--- src/design/bbw_pkg.sv ---
package bbw_pkg;

    // Field widths
    localparam int PIX_W      = 8;
    localparam int BAR_W      = 6;
    localparam int CNT_W      = 12;
    localparam int RATIO_W    = 16;
    localparam int Q_FRAC     = 8;
    localparam int THR_W      = BAR_W + 1;
    localparam int PROD_W     = CNT_W + BAR_W;
    localparam int CMP_W      = CNT_W + RATIO_W;
    localparam int CFG_IDX_W  = 2;
    localparam int CFG_DATA_W = 16;

    // Register indexes
    localparam logic [CFG_IDX_W-1:0] CFG_DARK_LEVEL = 2'd0;
    localparam logic [CFG_IDX_W-1:0] CFG_MIN_BAR    = 2'd1;
    localparam logic [CFG_IDX_W-1:0] CFG_MAX_BAR    = 2'd2;
    localparam logic [CFG_IDX_W-1:0] CFG_RATIO_Q8   = 2'd3;

    // Register reset values
    localparam logic [PIX_W-1:0]   DARK_LEVEL_RST = 8'd128;
    localparam logic [BAR_W-1:0]   MIN_BAR_RST    = 6'd4;
    localparam logic [BAR_W-1:0]   MAX_BAR_RST    = 6'd12;
    localparam logic [RATIO_W-1:0] RATIO_Q8_RST   = 16'd384;

    typedef struct packed {
        logic [PIX_W-1:0]   dark_level;
        logic [BAR_W-1:0]   min_bar;
        logic [BAR_W-1:0]   max_bar;
        logic [RATIO_W-1:0] ratio_q8;
    } cfg_t;

    // Segment events of one item, from the run coder to the lanes
    typedef struct packed {
        logic             vld;
        logic             a_vld;
        logic [CNT_W-1:0] a_len;
        logic             row_end;
        logic [CNT_W-1:0] b_len;
        logic             set_end;
    } seg_ev_t;

    // One lane's row result, also a node of the reduction tree
    typedef struct packed {
        logic             act;
        logic [CNT_W-1:0] cnt;
        logic [BAR_W-1:0] peak;
    } node_t;

    typedef struct packed {
        logic vld;
        logic set_end;
    } row_tag_t;

endpackage

--- src/design/bbw_run.sv ---
module bbw_run #(
    parameter int CNT_CAP = 2048
) (
    input  logic                       aclk,
    input  logic                       aresetn,
    input  logic                       en,
    input  logic                       s_valid,
    input  logic [bbw_pkg::PIX_W-1:0]  s_pixel,
    input  logic                       s_row_end,
    input  logic                       s_set_end,
    input  bbw_pkg::cfg_t              cfg,
    output bbw_pkg::seg_ev_t           ev
);
    import bbw_pkg::*;

    localparam logic [CNT_W-1:0] CAP = CNT_W'(CNT_CAP);

    logic             in_vld_reg;
    logic [PIX_W-1:0] pix_reg;
    logic             row_end_reg;
    logic             set_end_reg;

    logic             started_reg, started_next;
    logic             colour_reg, colour_next;
    logic [CNT_W-1:0] len_reg, len_next;
    logic [CNT_W-1:0] len_inc;
    logic             dark;
    seg_ev_t          ev_reg, ev_next;

    // Input register: take an item whenever the pipeline advances
    always_ff @(posedge aclk) begin
        if (!aresetn) begin
            in_vld_reg <= 1'b0;
        end else if (en) begin
            in_vld_reg <= s_valid;
        end
    end

    always_ff @(posedge aclk) begin
        if (en) begin
            pix_reg     <= s_pixel;
            row_end_reg <= s_row_end;
            set_end_reg <= s_set_end;
        end
    end

    assign dark    = pix_reg <= cfg.dark_level;
    assign len_inc = (len_reg >= CAP) ? len_reg : len_reg + 1'b1;

    // Run-length code the row: close a dark run on a light pixel, close the
    // final run at row end
    always_comb begin
        started_next  = started_reg;
        colour_next   = colour_reg;
        len_next      = len_reg;
        ev_next       = '0;
        ev_next.vld   = in_vld_reg;
        ev_next.a_len = len_reg;
        ev_next.set_end = set_end_reg;
        if (in_vld_reg) begin
            if (!started_reg) begin
                started_next = 1'b1;
                colour_next  = dark;
                len_next     = {{(CNT_W-1){1'b0}}, 1'b1};
            end else if (dark == colour_reg) begin
                len_next = len_inc;
            end else begin
                ev_next.a_vld = colour_reg;
                colour_next   = dark;
                len_next      = {{(CNT_W-1){1'b0}}, 1'b1};
            end
            ev_next.b_len   = len_next;
            ev_next.row_end = row_end_reg;
            if (row_end_reg) begin
                started_next = 1'b0;
                colour_next  = 1'b0;
                len_next     = '0;
            end
        end
    end

    always_ff @(posedge aclk) begin
        if (!aresetn) begin
            started_reg <= 1'b0;
            colour_reg  <= 1'b0;
            len_reg     <= '0;
            ev_reg      <= '0;
        end else if (en) begin
            started_reg <= started_next;
            colour_reg  <= colour_next;
            len_reg     <= len_next;
            ev_reg      <= ev_next;
        end
    end

    assign ev = ev_reg;

endmodule

--- config.mk ---
export PLATFORM = sky130hd
export DESIGN_NAME = bbw_run
export DESIGN_NICKNAME = d
export VERILOG_FILES = /design/src/design/bbw_pkg.sv /design/src/design/bbw_run.sv
export SDC_FILE = /design/constraint.sdc
export NUM_CORES = 1
export LEC_CHECK = 0
export ABC_AREA = 0
export BUFFER_PORTS_ARGS = -buffer_cell sky130_fd_sc_hd__buf_2
export CAP_MARGIN = 20
export CORE_UTILIZATION = 30
export CTS_CLUSTER_DIAMETER = 40
export DETAILED_ROUTE_END_ITERATION = 10
export PLACE_DENSITY = 0.51
export SYNTH_ARGS = -nofsm -noshare
export SYNTH_HDL_FRONTEND = slang
export SYNTH_SLANG_ARGS = --single-unit
export TNS_END_PERCENT = 5
--- constraint.sdc ---
create_clock -name aclk -period 7.1 [get_ports aclk]
set_input_delay 1.42 -clock aclk [delete_from_list [all_inputs] [get_ports aclk]]
set_output_delay 1.42 -clock aclk [all_outputs]
set_load 0.02 [all_outputs]
==> impl_metrics.yaml <==
run_status:
  status: "complete, no violations"
synthesis:
  synth_common_cells: "dfxtp_1 (43), nand2_1 (18), nor2b_1 (18)"
  async_flop_share: 0
  synth_compound_area_frac: 0.1220
  synth_edf_count: 10
  syn_area_um2: 2512
  ys_warn_count: 0
  ys_types: 49
  syn_nets: 309
  synthAdderAreaFrac: 0.05478
  synth_largest_area_cell: "dfxtp_1"
  netlist.area_leader.share: 0.3426
  syn_inst: 248
  yosysMostFrequentCell: "dfxtp_1"
  yosys.area_share.simple: 0.2007
  synth_top_family_by_area: "simple AND/OR/NAND/NOR gates"
  synth_area_leaders: "dfxtp_1 (34%), edfxtp_1 (12%), mux2i_1 (5.6%)"
  synth_xor_area_frac: 0.03486
  synthFlopType: "dfxtp_1"
  muxShareOfSynthArea: 0.06026
  avgSynthCellArea_um2: 10.13
  synth_seq_area_share: 0.4622
  synth-seq-cells: 53
worst_setup_path:
  r2r_start: "pix_reg[7]"
  crit_chain: "buf_2, inv_1, ha_1, and4_1, and4_1, a31oi_1, ha_1, and3b_1, nand2_1, or4_1, nand3_1"
  arrival_ns: 3.74
  slowest_stage: "or4_1"
  path_max_fanout: 6
  startpoint_type: "input pin"
  cp.required_ns: 7.36
  max_stage_delay_ns: 0.42
  worstSetupEndpointType: "register"
  crit_start: "cfg[35]"
  path_class: "input pin to register"
cells_and_area:
  final_cells: 396
  multi_input_area_um2: 1187
  n_antenna_cell: 0
  nFillCells: 876
  largest_reg_flops: 28
  syn2layout_area_growth_pct: 14.04
  nets: 351
  final_layout_size_suffix_gt1_frac: 0.2234
  ff_latch_area_um2: 1161
pwr:
  ir_worst_vdd_v: 0.00006845
  power_density_nw_per_um2: 185.7
  p_leak_uw: 0.001218
routing:
  wl_per_cell_um: 13.37
  viasPerCell: 4.790
  post-route-drc-count: 0
  num_vias: 1897
  drtAntennaViolNets: 0
  first_pass_iters: 4
  drt_wl_total_mm: 5.295
  drtIter0Drc: 84
clocking:
  cts_sinks: 53
  clockRootBuffer: "clkbuf_8"
  post_cts_buffers: 0
  hold_buffers: 0
  clock_latency_ns: 0.31
  cts_tree: "done"
  path_clk_slew_ns: 0.10
  cts_resized: 0
  cts_buffer_depth: 2
  htreeDepth: 2
  cts_buffers: 5
sta:
  final_hold_viol_count: 0
  finalClockSkew_ns: 0.01245
  period_minus_slack_ns: 3.487
  relSlewSlack: 0.4980
  tightestPinTransition_ns: 0.7529
  period_share: 0.4911
  rsz0062_at_grt: "no"
  tns_ns: 0
  setup_viol: 0
  fmax_ghz: 0.2868
  slew_violations: 0
flow_run:
  cap_violations: 0
hold_path:
  hold_path_class: "register to register"
  min_from: "ev[10]"
place:
  gp_congestion: 0.7537
  dp_hpwl_mm: 3.660
  dpl.cell_count: 388
  port_buffers: 49
global_routing:
  overflow: 0
  antenna_found_initial: 0
  grt_pass1_vias: 1759
  grt_max_degree: 36
  grt_pass1_wl_mm: 8.790
  grt_use_total: 0.1291
floorplan:
  ioPinCount: 78
  core_area_um2: 8175
  num_rows: 33
  die_y_um: 93.52
  dieArea_um2: 8745
  initial_core_util: 0.3073
  fp.dieW_um: 93.52
where the power goes:
group / leakage [µW] / internal [µW] / total, µW / switching [µW]
combinational: 0.000736 / 18.5 / 42.8 / 24.4
clock: 0.0000374 / 69.7 / 172 / 103
sequential: 0.000445 / 313 / 317 / 3.63
cells by family after synthesis:
logic type | count (synthesis)
AND/OR/NAND/NOR | 84
AO/OA/AOI/OAI | 47
buffers and inverters | 28
multiplexers | 15
flip-flops | 53
adder cells (fa/ha/maj) | 11
XOR/XNOR | 10
routing by layer:
metal  GRT usage  wire length, µm  vias to the layer above
met1      0.1718             2594                      887
met4     0.04615               85                        0
met2      0.2059             2378                       37
li1            -                -                      965
met5           0                0                        -
met3     0.02683              236                        8
layout make-up:
type / count / area share
Timing Repair Buffer: 49 / 0.08559
Inverter: 14 / 0.01834
Tap cell: 105 / 0.04585
Multi-Input combinational cell: 167 / 0.4144
Clock buffer: 6 / 0.02533
Clock inverter: 2 / 0.005240
Sequential cell: 53 / 0.4052
critical path, delay by kind of cell:
family                   cells  cell delay, ns
buffers and inverters        2            0.11
AND/OR/NAND/NOR              6            1.44
adder cells (fa/ha/maj)      2            0.70
AO/OA/AOI/OAI                1            0.06
metrics by stage:
step | hold slack (ns) | total power (µW) | setup WS, ns | utilization | instance area, µm²
global route | 0.4816 | 559.0 | 3.451 | 0.3505 | 2865
detailed placement | 0.4385 | 367.4 | 3.273 | 0.3398 | 2778
global placement | 0.4341 | 365.8 | 3.309 | 0.3398 | 2778
CTS | 0.4642 | 540.6 | 3.598 | 0.3505 | 2865
finish | 0.4559 | 532.0 | 3.613 | 0.3505 | 2865
floorplan | 0.4547 | 352.5 | 3.693 | - | 2512
path summary, 6_finish.rpt:
| kind | endpoint | slack, ns | cells past startpoint |
|---|---|---|---|
| setup / recovery | len_reg[10] | 3.61 | 11 |
| hold / removal | ev[10] | 0.46 | 2 |
| setup reg to reg | len_reg[10] | 4.41 | 9 |
| hold reg to reg | ev[10] | 0.46 | 2 |
cells in the final DEF, fill, tap and decap left out, drive strengths merged, types with 6 or more instances in the layout:
master and n:
xor2 7, o21ai 14, clkbuf 6, nor2b 18, ha 11, buf 49
dfxtp 43, a21oi 9, mux2i 14, inv 14, nand3 10, edfxtp 10
and2 7, nand2 18
No activity file was read; power rests on OpenSTA's default activity.
