==> config.mk <==
export PLATFORM = sky130hd
export DESIGN_NAME = bbw_out
export DESIGN_NICKNAME = d
export VERILOG_FILES = /design/src/design/bbw_pkg.sv /design/src/design/bbw_out.sv
export SDC_FILE = /design/constraint.sdc
export NUM_CORES = 1
export LEC_CHECK = 0
export BUFFER_PORTS_ARGS = -buffer_cell sky130_fd_sc_hd__buf_4
export CAP_MARGIN = 20
export CORE_MARGIN = 1.5
export CORE_UTILIZATION = 26
export CTS_BUF_LIST = sky130_fd_sc_hd__clkbuf_8
export CTS_CLUSTER_SIZE = 30
export DETAILED_ROUTE_END_ITERATION = 10
export SYNTH_ARGS = -nofsm -noshare
export SYNTH_HDL_FRONTEND = slang
export SYNTH_SLANG_ARGS = --single-unit
==> constraint.sdc <==
create_clock -name aclk -period 3.66 [get_ports aclk]
set_input_delay 0.183 -clock aclk [delete_from_list [all_inputs] [get_ports aclk]]
set_output_delay 0.183 -clock aclk [all_outputs]
set_load 0.01 [all_outputs]
==> src/design/bbw_pkg.sv <==
package bbw_pkg;

    // Field widths
    localparam int PIX_W      = 8;
    localparam int BAR_W      = 6;
    localparam int CNT_W      = 12;
    localparam int RATIO_W    = 16;
    localparam int Q_FRAC     = 8;
    localparam int THR_W      = BAR_W + 1;
    localparam int PROD_W     = CNT_W + BAR_W;
    localparam int CMP_W      = CNT_W + RATIO_W;
    localparam int CFG_IDX_W  = 2;
    localparam int CFG_DATA_W = 16;

    // Register indexes
    localparam logic [CFG_IDX_W-1:0] CFG_DARK_LEVEL = 2'd0;
    localparam logic [CFG_IDX_W-1:0] CFG_MIN_BAR    = 2'd1;
    localparam logic [CFG_IDX_W-1:0] CFG_MAX_BAR    = 2'd2;
    localparam logic [CFG_IDX_W-1:0] CFG_RATIO_Q8   = 2'd3;

    // Register reset values
    localparam logic [PIX_W-1:0]   DARK_LEVEL_RST = 8'd128;
    localparam logic [BAR_W-1:0]   MIN_BAR_RST    = 6'd4;
    localparam logic [BAR_W-1:0]   MAX_BAR_RST    = 6'd12;
    localparam logic [RATIO_W-1:0] RATIO_Q8_RST   = 16'd384;

    typedef struct packed {
        logic [PIX_W-1:0]   dark_level;
        logic [BAR_W-1:0]   min_bar;
        logic [BAR_W-1:0]   max_bar;
        logic [RATIO_W-1:0] ratio_q8;
    } cfg_t;

    // Segment events of one item, from the run coder to the lanes
    typedef struct packed {
        logic             vld;
        logic             a_vld;
        logic [CNT_W-1:0] a_len;
        logic             row_end;
        logic [CNT_W-1:0] b_len;
        logic             set_end;
    } seg_ev_t;

    // One lane's row result, also a node of the reduction tree
    typedef struct packed {
        logic             act;
        logic [CNT_W-1:0] cnt;
        logic [BAR_W-1:0] peak;
    } node_t;

    typedef struct packed {
        logic vld;
        logic set_end;
    } row_tag_t;

endpackage

==> src/design/bbw_out.sv <==
module bbw_out (
    input  logic                       aclk,
    input  logic                       aresetn,
    input  logic                       push,
    input  bbw_pkg::node_t             row,
    input  logic                       row_set_end,
    input  logic                       m_ready,
    output logic                       m_valid,
    output logic [bbw_pkg::CNT_W-1:0]  m_row_bar_count,
    output logic [bbw_pkg::BAR_W-1:0]  m_row_bar_width,
    output logic [bbw_pkg::BAR_W-1:0]  m_set_bar_width,
    output logic                       m_set_done,
    output logic                       full
);
    import bbw_pkg::*;

    typedef struct packed {
        logic [CNT_W-1:0] row_cnt;
        logic [BAR_W-1:0] row_w;
        logic [BAR_W-1:0] set_w;
        logic             set_done;
    } res_t;

    localparam logic [1:0] OUT_FULL = 2'd2;

    logic [CNT_W-1:0] set_cnt_reg;
    logic [BAR_W-1:0] set_w_reg;
    logic             take;
    res_t             res;

    res_t             fifo_reg [2];
    logic             wr_ptr_reg;
    logic             rd_ptr_reg;
    logic [1:0]       cnt_reg;
    logic             pop;

    // A newer row replaces the set best unless the best is strictly longer
    assign take         = !(set_cnt_reg > row.cnt);
    assign res.row_cnt  = row.cnt;
    assign res.row_w    = row.peak;
    assign res.set_w    = take ? row.peak : set_w_reg;
    assign res.set_done = row_set_end;

    always_ff @(posedge aclk) begin
        if (!aresetn) begin
            set_cnt_reg <= '0;
            set_w_reg   <= '0;
        end else if (push) begin
            if (row_set_end) begin
                set_cnt_reg <= '0;
                set_w_reg   <= '0;
            end else if (take) begin
                set_cnt_reg <= row.cnt;
                set_w_reg   <= row.peak;
            end
        end
    end

    // Two-entry result queue
    assign pop  = m_valid && m_ready;
    assign full = cnt_reg == OUT_FULL;

    always_ff @(posedge aclk) begin
        if (push) begin
            fifo_reg[wr_ptr_reg] <= res;
        end
    end

    always_ff @(posedge aclk) begin
        if (!aresetn) begin
            wr_ptr_reg <= 1'b0;
            rd_ptr_reg <= 1'b0;
            cnt_reg    <= '0;
        end else begin
            if (push) begin
                wr_ptr_reg <= ~wr_ptr_reg;
            end
            if (pop) begin
                rd_ptr_reg <= ~rd_ptr_reg;
            end
            case ({push, pop})
                2'b10:   cnt_reg <= cnt_reg + 1'b1;
                2'b01:   cnt_reg <= cnt_reg - 1'b1;
                default: cnt_reg <= cnt_reg;
            endcase
        end
    end

    assign m_valid         = cnt_reg != 2'd0;
    assign m_row_bar_count = fifo_reg[rd_ptr_reg].row_cnt;
    assign m_row_bar_width = fifo_reg[rd_ptr_reg].row_w;
    assign m_set_bar_width = fifo_reg[rd_ptr_reg].set_w;
    assign m_set_done      = fifo_reg[rd_ptr_reg].set_done;

endmodule

==> impl_metrics.py <==
metrics = {
    "sta": {
        "setup_violations": 0,
        "finalCriticalPeriod_ns": 2.491,
        "setup_ws_ns": 1.169,
        "slew_headroom_pct": 47.03,
        "slew_viol_final": 0,
        "hold_viol_final": 0,
        "rsz0062_at_grt": "no",
        "worstMarginPinSlew_ns": 0.7921,
        "finClkSkew_ns": 0.01099,
        "period_share_pct": 68.06,
        "tns_ns": 0,
        "fmax_mhz": 401.5,
    },
    "pwr": {
        "ir_drop_mv": 0.2472,
        "finalPower_w": 0.001965,
        "p_leak_nw": 1.518,
        "power-per-cell-area_nw_per_um2": 528.9,
    },
    "worst_hold_path": {
        "holdPathEnd": "fifo_reg[0][10]",
        "hold_path.class": "in2reg",
        "hp-start": "row[3]",
        "holdPathStages": 1,
    },
    "critical_path": {
        "rr_worst_depth": 7,
        "start_kind": "flip-flop",
        "worstPathRequired_ns": 3.94,
        "end_kind": "flip-flop",
        "cpLargestDelayFamily": "compound AO/OA/AOI/OAI gates",
        "rrSetupSlack_ns": 1.17,
        "path_class": "reg2reg",
        "crit_fanout": 18,
        "cp_cell_sequence": "ha_1 -> nor2b_1 -> o211ai_1 -> a211o_1 -> a31oi_4 -> a21o_1 -> a32o_2",
        "cpPeakStageDelay_ns": 0.63,
        "cp_num_buf_inv": 0,
        "critical-path-slowest-cell": "a21o_1",
        "cp_num_cells": 7,
        "arrival_ns": 2.78,
        "r2r_start": "set_cnt_reg[1]",
        "worstReg2RegEnd": "set_cnt_reg[5]",
    },
    "place": {
        "place.gp.congestion": 0.7699,
        "dp_hpwl_mm": 3.830,
        "dp_slack_ns": 1.123,
        "place_inst": 381,
        "io_buffers": 49,
    },
    "layout": {
        "largest_register_ffs": 50,
        "syn_to_final_growth_pct": 22.64,
        "final_nets": 286,
        "n_antenna_cell": 0,
        "layout-drive-gt1-share_pct": 46.46,
        "stdcell_count": 397,
    },
    "global_route": {
        "grt_pass1_wl_mm": 9.342,
        "grt_max_degree": 26,
        "grt_usage_pct": 10.05,
        "first_global_vias": 1839,
        "antenna_found_initial": 0,
        "grt-ovfl-total": 0,
    },
    "routing": {
        "via_count": 1784,
        "drt_iter0_drc": 98,
        "viasPerCell": 4.494,
        "ant_nets": 0,
        "wl_per_cell_um": 14.69,
        "drcViolationCount": 0,
        "dr.pass1.iters": 4,
        "wl_mm": 5.832,
    },
    "logic_synthesis": {
        "syn-num-nets": 231,
        "yosysMostFrequentCell": "edfxtp_1",
        "synth_top_family_by_area": "multiplexers",
        "synth_top_cell_by_area": "edfxtp_1",
        "ys_top_cells_by_area": "edfxtp_1 50%, dfxtp_1 15%, mux2_2 12%",
        "synth_edf_count": 50,
        "yosysWarnings": 0,
        "synthTopCellsByCount": "50 x edfxtp_1, 31 x mux2_2, 23 x dfxtp_1",
        "synth_mux_area_share_pct": 11.52,
        "syn_inst": 194,
        "ys_types": 31,
        "synthFlopType": "edfxtp_1",
        "async_flop_share_pct": 0,
        "syn_area_um2": 3029,
        "synth_xor_area_share_pct": 0.8674,
        "ys_ff_latch": 73,
        "synth_top_cell_area_share_pct": 49.57,
        "syn_area_per_cell_um2": 15.61,
        "synth_simple_gate_area_share_pct": 4.254,
        "synth_adder_area_share_pct": 5.370,
        "synth_compound_area_share_pct": 9.831,
        "seq_area_frac_synth_pct": 64.77,
    },
    "job": {
        "drv_cap": 0,
    },
    "floorplan": {
        "die_h_um": 110.9,
        "fp.coreArea_um2": 11370,
        "rows": 39,
        "dieArea_um2": 12310,
        "start_util_pct": 26.64,
        "die_w_um": 110.9,
        "ioPinCount": 51,
    },
    "clock_tree": {
        "cts_resized": 0,
        "cts_setup_buffers": 0,
        "clock-root-buffer": "clkbuf_8",
        "cts_num_sinks": 73,
        "numCtsBuffers": 9,
        "cts_tree": "done",
        "clock_latency_ns": 0.35,
        "cts.path.max_buffers": 2,
        "clk_pin_slew_ns": 0.07,
        "cts_hold_buf": 0,
        "htree_levels": 3,
    },
    "run_status": {
        "outcome": "completed",
    },
}
## worst reg2reg max path, cell delays in order, from the launching register on
cell	delay, ns
dfxtp_1	0.32
ha_1	0.29
nor2b_1	0.12
o211ai_1	0.09
a211o_1	0.30
a31oi_4	0.39
a21o_1	0.63
a32o_2	0.29
## layer usage
metal,track usage (%),vias up,share of wire (%)
li1,-,858,-
met4,4.359,0,1.7
met5,0,-,0
met1,11.61,877,45
met3,4.429,10,6.1
met2,16.17,39,47
## worst max-delay path by stage
| stage | start | to | slack [ns] |
|---|---|---|---|
| after floorplan | set_cnt_reg[10] | set_cnt_reg[0] | 1.67 |
| after global placement | row[16] | set_cnt_reg[5] | 1.17 |
| after detailed placement | row[16] | set_cnt_reg[5] | 1.12 |
| after CTS | set_cnt_reg[1] | set_cnt_reg[5] | 1.11 |
| after global routing | set_cnt_reg[9] | set_cnt_reg[5] | 0.98 |
| final | set_cnt_reg[1] | set_cnt_reg[5] | 1.17 |
## area by class of cell
| cell class | count | area (um2) |
|---|---|---|
| clock inverter | 6 | 26.28 |
| timing repair buffer | 52 | 390.4 |
| inverter | 14 | 52.55 |
| sequential | 73 | 1962 |
| fill | 1115 | 7655 |
| multi-input combinational | 99 | 967.2 |
| tap | 143 | 178.9 |
| clock buffer | 10 | 137.6 |
## cells by family after synthesis
logic type,Yosys count
xor gates and xnor gates,3
muxes,31
DFF,73
AOI/OAI and AO/OA,31
and+or+nand+nor,21
buffers and inverters,22
adders and majority gates,13
## layout by cell type (no fill, tap or decap), drive strengths merged
cell    count
nor2        1
o21ai       2
nand2b      1
mux2       31
ha         13
nor3        2
nor2b       5
o21a        1
or2         1
a32o       18
dfxtp      23
a21boi      1
nand2       3
buf        52
inv        16
edfxtp     50
a21o        1
nand3       1
a21oi       5
xnor2       3
clkinv      4
a31oi       1
nand4       3
o211ai      1
a211o       1
clkbuf     10
or3         1
and2        3
## per-stage QoR
step	area, um2	utilization, %	hold WS (ns)
after floorplan	3029	-	0.2819
after global placement	3551	31.23	0.3887
after detailed placement	3551	31.23	0.3924
after CTS	3715	32.67	0.008411
after global routing	3715	32.67	0.02039
final	3715	32.67	0.03773
## power by group
| group | leakage [nW] | total, W | internal [W] | switching [W] |
|---|---|---|---|---|
| Sequential | 0.658 | 0.000965 | 0.000942 | 0.0000228 |
| Combinational | 0.764 | 0.000471 | 0.000254 | 0.000217 |
| Clock | 0.0959 | 0.000529 | 0.000253 | 0.000275 |
Note: power is estimated with default switching activity, not from simulation.
