--- config.mk ---
export PLATFORM = sky130hd
export DESIGN_NAME = bbw_reduce
export DESIGN_NICKNAME = d
export VERILOG_FILES = /design/src/design/bbw_pkg.sv /design/src/design/bbw_reduce.sv
export SDC_FILE = /design/constraint.sdc
export NUM_CORES = 1
export LEC_CHECK = 0
export BUFFER_PORTS_ARGS = -buffer_cell sky130_fd_sc_hd__buf_2
export CAP_MARGIN = 30
export CORE_ASPECT_RATIO = 0.8
export CORE_MARGIN = 2
export CORE_UTILIZATION = 60
export CTS_CLUSTER_DIAMETER = 100
export DETAILED_ROUTE_END_ITERATION = 6
export PLACE_DENSITY = 0.93
export SETUP_SLACK_MARGIN = 0.05
export SLEW_MARGIN = 10
export SYNTH_ARGS = -nofsm -noshare
export SYNTH_HDL_FRONTEND = slang
export SYNTH_SLANG_ARGS = --single-unit
--- constraint.sdc ---
create_clock -name aclk -period 7.3 [get_ports aclk]
set_input_delay 2.19 -clock aclk [delete_from_list [all_inputs] [get_ports aclk]]
set_output_delay 2.19 -clock aclk [all_outputs]
set_load 0.01 [all_outputs]
--- src/design/bbw_pkg.sv ---
package bbw_pkg;

    // Field widths
    localparam int PIX_W      = 8;
    localparam int BAR_W      = 6;
    localparam int CNT_W      = 12;
    localparam int RATIO_W    = 16;
    localparam int Q_FRAC     = 8;
    localparam int THR_W      = BAR_W + 1;
    localparam int PROD_W     = CNT_W + BAR_W;
    localparam int CMP_W      = CNT_W + RATIO_W;
    localparam int CFG_IDX_W  = 2;
    localparam int CFG_DATA_W = 16;

    // Register indexes
    localparam logic [CFG_IDX_W-1:0] CFG_DARK_LEVEL = 2'd0;
    localparam logic [CFG_IDX_W-1:0] CFG_MIN_BAR    = 2'd1;
    localparam logic [CFG_IDX_W-1:0] CFG_MAX_BAR    = 2'd2;
    localparam logic [CFG_IDX_W-1:0] CFG_RATIO_Q8   = 2'd3;

    // Register reset values
    localparam logic [PIX_W-1:0]   DARK_LEVEL_RST = 8'd128;
    localparam logic [BAR_W-1:0]   MIN_BAR_RST    = 6'd4;
    localparam logic [BAR_W-1:0]   MAX_BAR_RST    = 6'd12;
    localparam logic [RATIO_W-1:0] RATIO_Q8_RST   = 16'd384;

    typedef struct packed {
        logic [PIX_W-1:0]   dark_level;
        logic [BAR_W-1:0]   min_bar;
        logic [BAR_W-1:0]   max_bar;
        logic [RATIO_W-1:0] ratio_q8;
    } cfg_t;

    // Segment events of one item, from the run coder to the lanes
    typedef struct packed {
        logic             vld;
        logic             a_vld;
        logic [CNT_W-1:0] a_len;
        logic             row_end;
        logic [CNT_W-1:0] b_len;
        logic             set_end;
    } seg_ev_t;

    // One lane's row result, also a node of the reduction tree
    typedef struct packed {
        logic             act;
        logic [CNT_W-1:0] cnt;
        logic [BAR_W-1:0] peak;
    } node_t;

    typedef struct packed {
        logic vld;
        logic set_end;
    } row_tag_t;

endpackage

--- src/design/bbw_reduce.sv ---
module bbw_reduce #(
    parameter int LANES = 16
) (
    input  logic               aclk,
    input  logic               aresetn,
    input  logic               en,
    input  bbw_pkg::node_t     leaf [LANES],
    input  bbw_pkg::row_tag_t  leaf_tag,
    output bbw_pkg::node_t     root,
    output bbw_pkg::row_tag_t  root_tag
);
    import bbw_pkg::*;

    localparam int LVLS  = (LANES > 1) ? $clog2(LANES) : 1;
    localparam int P     = 1 << LVLS;
    localparam int NODES = P - 1;

    node_t    node_reg  [NODES];
    node_t    node_next [NODES];
    node_t    all_node  [2*P-1];
    row_tag_t tag_reg   [LVLS];

    // Higher lane wins a tie; inactive lanes never win
    function automatic node_t pick_node(input node_t l, input node_t r);
        node_t res;
        res = l;
        if (r.act && (!l.act || r.cnt >= l.cnt)) begin
            res = r;
        end
        return res;
    endfunction

    // Heap layout: internal nodes first, lanes as leaves in order
    always_comb begin
        for (int i = 0; i < NODES; i++) begin
            all_node[i] = node_reg[i];
        end
        for (int i = 0; i < P; i++) begin
            all_node[NODES + i] = (i < LANES) ? leaf[i] : '0;
        end
        for (int i = 0; i < NODES; i++) begin
            node_next[i] = pick_node(all_node[2*i+1], all_node[2*i+2]);
        end
    end

    always_ff @(posedge aclk) begin
        if (en) begin
            for (int i = 0; i < NODES; i++) begin
                node_reg[i] <= node_next[i];
            end
        end
    end

    // Carry the row tag alongside each tree level
    always_ff @(posedge aclk) begin
        if (!aresetn) begin
            for (int l = 0; l < LVLS; l++) begin
                tag_reg[l] <= '0;
            end
        end else if (en) begin
            tag_reg[0] <= leaf_tag;
            for (int l = 1; l < LVLS; l++) begin
                tag_reg[l] <= tag_reg[l-1];
            end
        end
    end

    assign root     = all_node[0];
    assign root_tag = tag_reg[LVLS-1];

endmodule

==> metrics.cfg, run 1 <==
[run_status]
status = completed

[clock_network]
clk_pin_slew_ps = 60
cts.sinks = 293
clock_path_buffers = 3
cts_tree = yes
post_cts_buffers = 0
cts_root_buf = clkbuf_16
cts_buffers = 30
worstSkewPairLatency_ps = 540
hold_buffers = 0
cts-resized-gates = 0
cts.htree.levels = 1

[logic_synthesis]
synth_top_area_share_pct = 52.0
synth_top_family_by_area = multiplexers
syn_inst = 1240
synthMuxAreaShare_pct = 18.0
ys_top_cells_by_area = edfxtp_1, mux2_2, ha_1, inv_1, a21oi_1
ys_ff_latch = 293
avgSynthCellArea_um2 = 13.7
syn-cell-area_mm2 = 0.0169
yosys.area.top_type = edfxtp_1
yosysWarnings = 0
synth_compound_area_share_pct = 6.92
synth-adder-area-share_pct = 13.3
yosysSeqAreaShare_pct = 52.0
synth_cell_types = 24
synth_nets = 1729
synth-xor-area-share_pct = 0
yosys.area_share.simple_pct = 4.26

[floorplanning]
initial_utilization_pct = 61.6
chipWidth_um = 192
io-pin-count = 330
fp.dieH_um = 154
rows = 54
core_mm2 = 0.0275
dieArea_mm2 = 0.0296

[grt]
grt_max_degree = 130
antenna_found_initial = 6
grt.total_usage_pct = 25.7
grt_pass1_wl_um = 59100
grt_overflow = 0
grt_pass1_vias = 11700

[worst_hold_path]
hold_path_class = flop to flop

[drt]
drtAntennaViolNets = 0
drtIter0Drc = 638
firstDrtPassIters = 4
dr_total_vias = 11100
wl_um = 37900
drc_errors = 0
wl_per_cell_um = 19.3
vias_per_cell = 5.63

[sta]
max_freq_mhz = 246
tightest_slew_ps = 969
final.min_clock_period_ps = 4070
finalSetupTns_ps = 0
report.final.setup_viol = 0
finalHoldViolations = 0
drv_slew = 0
rsz0062_at_grt = no
fin_crit_sh_pct = 55.7
fin_skew_ps = 9.02
max-slew-margin-rel_pct = 35.4

[power]
leakage_nw = 8.83
p_per_area_mw_per_mm2 = 232
vdd.ir_drop.worst_v = 0.000220
fin_total_pwr_mw = 4.61

[placed_design]
gp_congestion = 0.858
placed_cell_area_mm2 = 0.0188
portBuffers = 329
hpwl_um = 28800

[flow_run]
drv_cap = 0

[critical_path]
cp_cell_sequence = buf_2 -> inv_1 -> ha_1 -> nand2_1 -> o21ai_0 -> a221oi_1 -> o31ai_4 -> mux2_2
cp_data_arrival_time_ps = 4360
startpoint_type = primary input
path_class = primary input to flop
slowest_delay_ps = 860
cpMaxStageDelayCell = o31ai_4
cp-end-kind = flop
crit_required_ps = 7590
path_max_fanout = 18

[final_layout]
most-common-layout-cells = buf_2, edfxtp_1, mux2_2
final_common_cell = buf_2
drive_gt1_share_pct = 42.8
fillers = 1770
final_area_mm2 = 0.0199
syn_to_final_growth_pct = 17.7
nets = 2070
largest_reg_flops = 285

## worst paths after layout
path | end | slack (ps) | depth (start not counted) | start
max | node_reg[1][114] | 3230 | 8 | leaf[26]
min | node_reg[0][113] | 550 | 1 | node_reg[1][75]
max reg2reg | node_reg[0][104] | 4530 | 8 | node_reg[1][82]
min reg2reg | node_reg[0][113] | 550 | 1 | node_reg[1][75]
## worst max-delay path: cells and delay by family
| family | cells | cell delay (ps) |
|---|---|---|
| muxes | 1 | 440 |
| adders and majority gates | 1 | 290 |
| and+or+nand+nor | 1 | 60 |
| AOI/OAI and AO/OA | 3 | 1240 |
| buffers and inverters | 2 | 140 |
## per-stage QoR
| step | utilization (%) | hold WS (ps) | worst slack (ps) | instances |
|---|---|---|---|---|
| after CTS | 72.0 | 543 | 3130 | 1960 |
| after global routing | 72.4 | 560 | 3080 | 1968 |
| after floorplan | - | 501 | 3080 | 1240 |
| after global placement | 68.4 | 522 | 2630 | 1902 |
| final | 72.4 | 546 | 3230 | 1969 |
| after detailed placement | 68.5 | 529 | 2580 | 1905 |
## cell type report
class	instances	area [um2]	share of cell area, %
clock inverter	19	161	0.810
sequential	293	8800	44.2
timing repair buffer	343	1850	9.28
clock buffer	36	795	3.99
multi-input combinational	733	7190	36.1
antenna	1	2.50	0.0126
tap	364	455	2.29
inverter	180	676	3.39
## routing by layer
layer | GRT usage, % | wire [um] | vias to the layer above
met5 | 0 | 44 | -
met4 | 7.03 | 974 | 6
met3 | 4.97 | 2310 | 84
met2 | 44.6 | 19000 | 370
met1 | 33.0 | 15600 | 5338
li1 | - | - | 5297
## kinds of logic after synthesis
family                   Yosys count
AO/OA/AOI/OAI                    154
adder cells (fa/ha/maj)          180
buffers and inverters            214
flip-flops                       293
multiplexers                     270
AND/OR/NAND/NOR                  129
## synthesized netlist by cell type
library cell    n
a211oi_1        4
a21boi_0       11
a21o_1         11
a21oi_1        49
a221oi_1       11
a32oi_1         4
and3_1         19
and4_1          4
buf_4          30
buf_6           4
edfxtp_1      293
ha_1          180
inv_1         180
mux2_2        270
nand2_1        27
nand2b_1        5
nand3_1        22
nand4_1        11
nor2b_1        26
o21a_1          4
o21ai_0        45
o31ai_4        11
o41ai_4         4
or2_2          15
## report_power, final
part           internal [mW]  switching [mW]
clock network          0.875           0.621
logic                  0.462           0.472
registers               2.10          0.0856
total                   3.44            1.18
Power figures use the tool's default switching activity.
==> inputs of run 2 (changes only) <==
ABC_AREA = 1   (was default)
CORE_UTILIZATION = 57   (was 60)
PLACE_DENSITY = 0.88   (was 0.93)
clock period = 3.9 ns   (was 7.3 ns; I/O delays follow)
==> run 2 against run 1 <==
Net effect:
- die area increased by 14%
- critical endpoint is now node_reg[1][105]
- register-to-register slack got worse by 2800 ps
- sequential power increased by 94%
- sequential share of layout area decreased by 2.5 points
- wire length increased by 19%
- area after synthesis increased by 8.5%
==> metrics.cfg, run 2 <==
[logic_synthesis]
yosys.area.top_type = edfxtp_1
synth-edff-count = 293
yosys.cell_count.top_type = nand2_1
yosysSeqAreaShare_pct = 47.9
syn_inst = 2176
syn-cell-area_mm2 = 0.0184
synth_nets = 2665
synth_cell_types = 14
postSynth.asyncResetShare_pct = 0
synthTopCellsByCount = nand2_1, inv_1, nand3_1, edfxtp_1, ha_1
ys_ff_latch = 293
yosysWarnings = 0
avgSynthCellArea_um2 = 8.44
ys_top_cells_by_area = edfxtp_1, nand2_1, ha_1, nand3_1, inv_1
synth_top_area_share_pct = 47.9
synth_flop_cell = edfxtp_1

[floorplanning]
dieArea_mm2 = 0.0337
chipWidth_um = 205
core_mm2 = 0.0316
io-pin-count = 330
fp.dieH_um = 165
initial_utilization_pct = 58.2
rows = 58

[grt]
grt.total_usage_pct = 26.5
grt_pass1_vias = 14700
grt_overflow = 0
antenna_found_initial = 2
grt_max_degree = 74
grt_pass1_wl_um = 71100

[worst_hold_path]
hold_path_class = flop to flop

[power]
leakage_nw = 11.3
p_sw_mw = 2.69
switching_share_pct = 29.6
p_clk_share_pct = 32.3
vdd.ir_drop.worst_v = 0.000287
power_frac_comb_pct = 21.3
fin_total_pwr_mw = 9.09
p_per_area_mw_per_mm2 = 431
p_seq_share_pct = 46.4
p_int_mw = 6.40

[final_layout]
drive_gt1_share_pct = 16.9
most-common-layout-cells = nand2_1, inv_1, buf_2
final_common_cell = nand2_1
final_area_mm2 = 0.0211
fillers = 2498
finish.utilization_pct = 66.8
largest_reg_flops = 285
syn_to_final_growth_pct = 14.8
nets = 2953
fin_cells = 2910

[sta]
drv_slew = 0
fin_skew_ps = 20.5
hold-worst-slack_ps = 518
report.final.setup_viol = 0
max-slew-margin-rel_pct = 49.4
final.min_clock_period_ps = 2440
finalHoldViolations = 0
fin_ws_ps = 1460
tightest_slew_ps = 759
finalSetupTns_ps = 0
fin_crit_sh_pct = 62.5
max_freq_mhz = 411
rsz0062_at_grt = no

[clock_network]
cts_buffers = 31
cts-resized-gates = 0
hold_buffers = 0
clk_pin_slew_ps = 60
cts.sinks = 293
cts_root_buf = clkbuf_16
cts.htree.levels = 1
cts_tree = yes
clock_path_buffers = 3
post_cts_buffers = 0
worstSkewPairLatency_ps = 570

[drt]
firstDrtPassIters = 7
wl_per_cell_um = 15.5
wl_um = 45100
drtIter0Drc = 1243
dr_total_vias = 15300
drc_errors = 0
vias_per_cell = 5.26
drtAntennaViolNets = 0

[placed_design]
dpl.cell_count = 2851
hpwl_um = 35300
dp_slack_ps = 944
portBuffers = 329
placed_cell_area_mm2 = 0.0201
gp_congestion = 0.905

[flow_run]
drv_cap = 0

[run_status]
status = completed

[critical_path]
path_class = primary input to flop
startpoint_type = primary input
path_max_fanout = 19
cp_data_arrival_time_ps = 2730
crit_required_ps = 4200
cp-end-kind = flop

==> run 2: cell types whose count changed after synthesis, moves of 30 or more <==
cell     change
nand2_1    +821
nand3_1    +275
mux2_2     -270
inv_1      +160
nor2_1      +64
o21ai_0     -45
nand2_4     +30
==> run 2: kinds of logic (layout without fill, tap and decap cells) <==
family	after synthesis	in the layout	synth area share (%)
fa+ha+maj	180	180	12.3
other cells	0	2	0
compound gates	34	34	0.926
buf+inv	419	731	9.97
simple gates	1250	1250	28.9
flops	293	293	47.9
==> run 2: area by class of cell <==
type / count / area, um2 / area share, %
Tap cell: 420 / 526 / 2.49
Multi-Input combinational cell: 1464 / 7740 / 36.7
Timing Repair Buffer: 334 / 1730 / 8.21
Clock inverter: 24 / 235 / 1.12
Sequential cell: 293 / 8800 / 41.7
Inverter: 340 / 1280 / 6.05
Clock buffer: 33 / 783 / 3.71
Antenna cell: 2 / 5.00 / 0.0237
==> run 2: power by group through the flow <==
stage / registers [mW] / logic (mW) / clock network [mW]
after CTS: 4.22 / 1.93 / 2.97
after global routing: 4.26 / 2.22 / 3.07
after floorplan: 4.15 / 1.37 / 0
final: 4.22 / 1.94 / 2.93
after detailed placement: 4.28 / 1.92 / 0
after global placement: 4.27 / 1.79 / 0
==> run 2: worst max-delay path: stages <==
cell and delay, ps:
buf_2 90, inv_1 40, ha_1 280, nand2_1 90, nor2_2 130, nand2_1 90, nor2_1 90, nand2_1 100
nand2_4 220, nand2_4 210, nand2_1 150, nand2_1 80
==> run 2: path summary, 6_finish.rpt <==
kind / startpoint / end / slack (ps) / depth (start not counted)
min reg2reg: node_reg[0][23] / node_reg[0][4] / 520 / 2
min: node_reg[0][23] / node_reg[0][4] / 520 / 2
max: leaf[74] / node_reg[1][105] / 1460 / 12
max reg2reg: node_reg[1][131] / node_reg[0][127] / 1730 / 10
==> run 2: per-layer routing <==
metal  GRT usage (%)  part of all wire, %
met5               0                0.029
met2            44.8                   48
met4            6.23                  2.2
met1            36.0                   43
met3            4.14                  7.4
==> inputs of run 3 (changes only) <==
ABC_AREA = 0   (was 1)
CORE_UTILIZATION = 51   (was 57)
PLACE_DENSITY = 0.85   (was 0.88)
clock period = 2.2 ns   (was 3.9 ns; I/O delays follow)
==> run 3 against run 2 <==
Net effect:
- register-to-register slack worse by 1900 ps
- largest cell class is now multi-input combinational cells
- cell count down 23%
- die area up 2.9%
- sequential power up 73%
- first-iteration DRC count down 40%
- the flow now finishes with violations (negative setup slack)
- count of clock-buffer cells in the layout up 2
- clock power up 73%
- sequential cell count unchanged
- via count down 21%
- power up 87%
- critical path depth down 5
- largest power group unchanged
==> metrics.cfg, run 3 (same netlist as run 1, synthesis figures left out) <==
[run_status]
status = finished with violations
violations = negative setup slack

[worst_hold_path]
min_from = leaf[113]
whs_endpoint = node_reg[1][94]
whs_path_depth = 2
hold_path_class = primary input to flop

[sta]
fin_skew_ps = 12.1
max_freq_mhz = 425
fin_ws_ps = -156
final.min_clock_period_ps = 2360
fin_crit_sh_pct = 107
rsz0062_at_grt = yes
finalHoldViolations = 0
report.final.setup_viol = 83
max-slew-margin-rel_pct = 70.5
tightest_slew_ps = 443
drv_slew = 0
hold-worst-slack_ps = 389

[grt]
grt_pass1_wl_um = 65700
grt_overflow = 0
grt.total_usage_pct = 24.0
grt_pass1_vias = 12600
antenna_found_initial = 9
grt_max_degree = 67

[power]
leakage_nw = 10.9
vdd.ir_drop.worst_v = 0.000554
p_per_area_mw_per_mm2 = 719
fin_total_pwr_mw = 17.0

[drt]
dr_total_vias = 12100
firstDrtPassIters = 5
drc_errors = 0
vias_per_cell = 5.40
wl_per_cell_um = 20.1
drtAntennaViolNets = 0
drtIter0Drc = 746
wl_um = 44800

[critical_path]
crit_required_ps = 2490
cp-end-kind = flop
r2r-start = node_reg[1][91]
rr_worst_depth = 7
cp_data_arrival_time_ps = 2650
path_class = flop to flop
timing.rr.end = node_reg[0][105]
startpoint_type = flop
path_max_fanout = 5
timing.reg2reg.setup_slack_ps = -160

[clock_network]
cts_buffers = 30
clk_pin_slew_ps = 70
hold_buffers = 0
cts_root_buf = clkbuf_16
cts.sinks = 293
clock_path_buffers = 3
cts_tree = yes
worstSkewPairLatency_ps = 560
cts.htree.levels = 1

[floorplanning]
chipWidth_um = 208
io-pin-count = 330
rows = 59
fp.dieH_um = 167
initial_utilization_pct = 51.9
core_mm2 = 0.0326
dieArea_mm2 = 0.0347

[final_layout]
largest_reg_flops = 285
final_common_cell = buf_2
syn_to_final_growth_pct = 39.5
nets = 2262
most-common-layout-cells = buf_2, edfxtp_1, mux2_4
drive_gt1_share_pct = 56.0

[flow_run]
drv_cap = 0

[placed_design]
gp_congestion = 0.850
portBuffers = 329
hpwl_um = 32500

run 3: changes by cell type in the layout (fill, tap and decap cells not counted), moves of 40 or more:
cell	before	now
mux2_4	0	239
ha_1	180	140
inv_1	340	147
nor2_1	64	0
nand2_1	848	18
buf_4	2	169
nand3_1	297	22
ha_4	0	40
run 3: area by class of cell:
cell class,count,area (um2)
Sequential cell,293,8800
Clock buffer,35,769
Timing Repair Buffer,535,3580
Multi-Input combinational cell,733,8920
Antenna cell,7,17.5
Inverter,180,796
Clock inverter,21,199
Fill cell,2043,9010
Tap cell,427,534
run 3: where the power goes:
group / switching (mW) / internal, mW
registers: 0.358 / 6.96
clock network: 2.20 / 2.86
logic: 2.02 / 2.58
total: 4.57 / 12.4
run 3: per-stage QoR:
step	util (%)	area, um2	setup TNS (ps)	cells	setup slack (ps)
3_5_place_dp	65.6	21400	-72360	2130	-456
6_report	72.4	23600	-7810	2231	-156
4_1_cts	70.5	23000	-6280	2204	-155
5_1_grt	72.4	23600	-14070	2229	-225
3_3_place_gp	65.6	21400	-56190	2130	-402
2_1_floorplan	-	18100	-38070	1240	-373
run 3: worst max-delay path, stage by stage, from the launching register on:
cell	delay, ps
edfxtp_1	430
ha_4	310
and4_4	230
nand2_4	50
o41ai_4	390
buf_4	210
buf_12	120
mux2_4	330
run 3: metal layers:
metal	share of wire (%)	global-route usage (%)	vias up
li1	-	-	5654
met1	40	29.5	5835
met2	51	43.3	437
met3	5.7	4.47	126
met4	3.5	6.81	6
met5	0.092	0	-
run 3: timing repair:
action / in CTS / in global routing
buffers inserted: 13 / 20
pin swaps: 16 / 29
gates cloned: 5 / 4
gates resized for setup: 93 / 85
endpoints found under the setup margin: 129 / 140
run 3: how the worst max path moves through the flow:
stage,slack [ps],to,start,cells past startpoint
after floorplan,-370,node_reg[1][10],leaf[264],7
after global placement,-400,node_reg[1][15],leaf[264],8
after detailed placement,-460,node_reg[1][15],leaf[264],8
after CTS,-160,node_reg[0][46],node_reg[0][110],8
after global routing,-220,node_reg[0][45],node_reg[0][108],9
final,-160,node_reg[0][105],node_reg[1][91],7
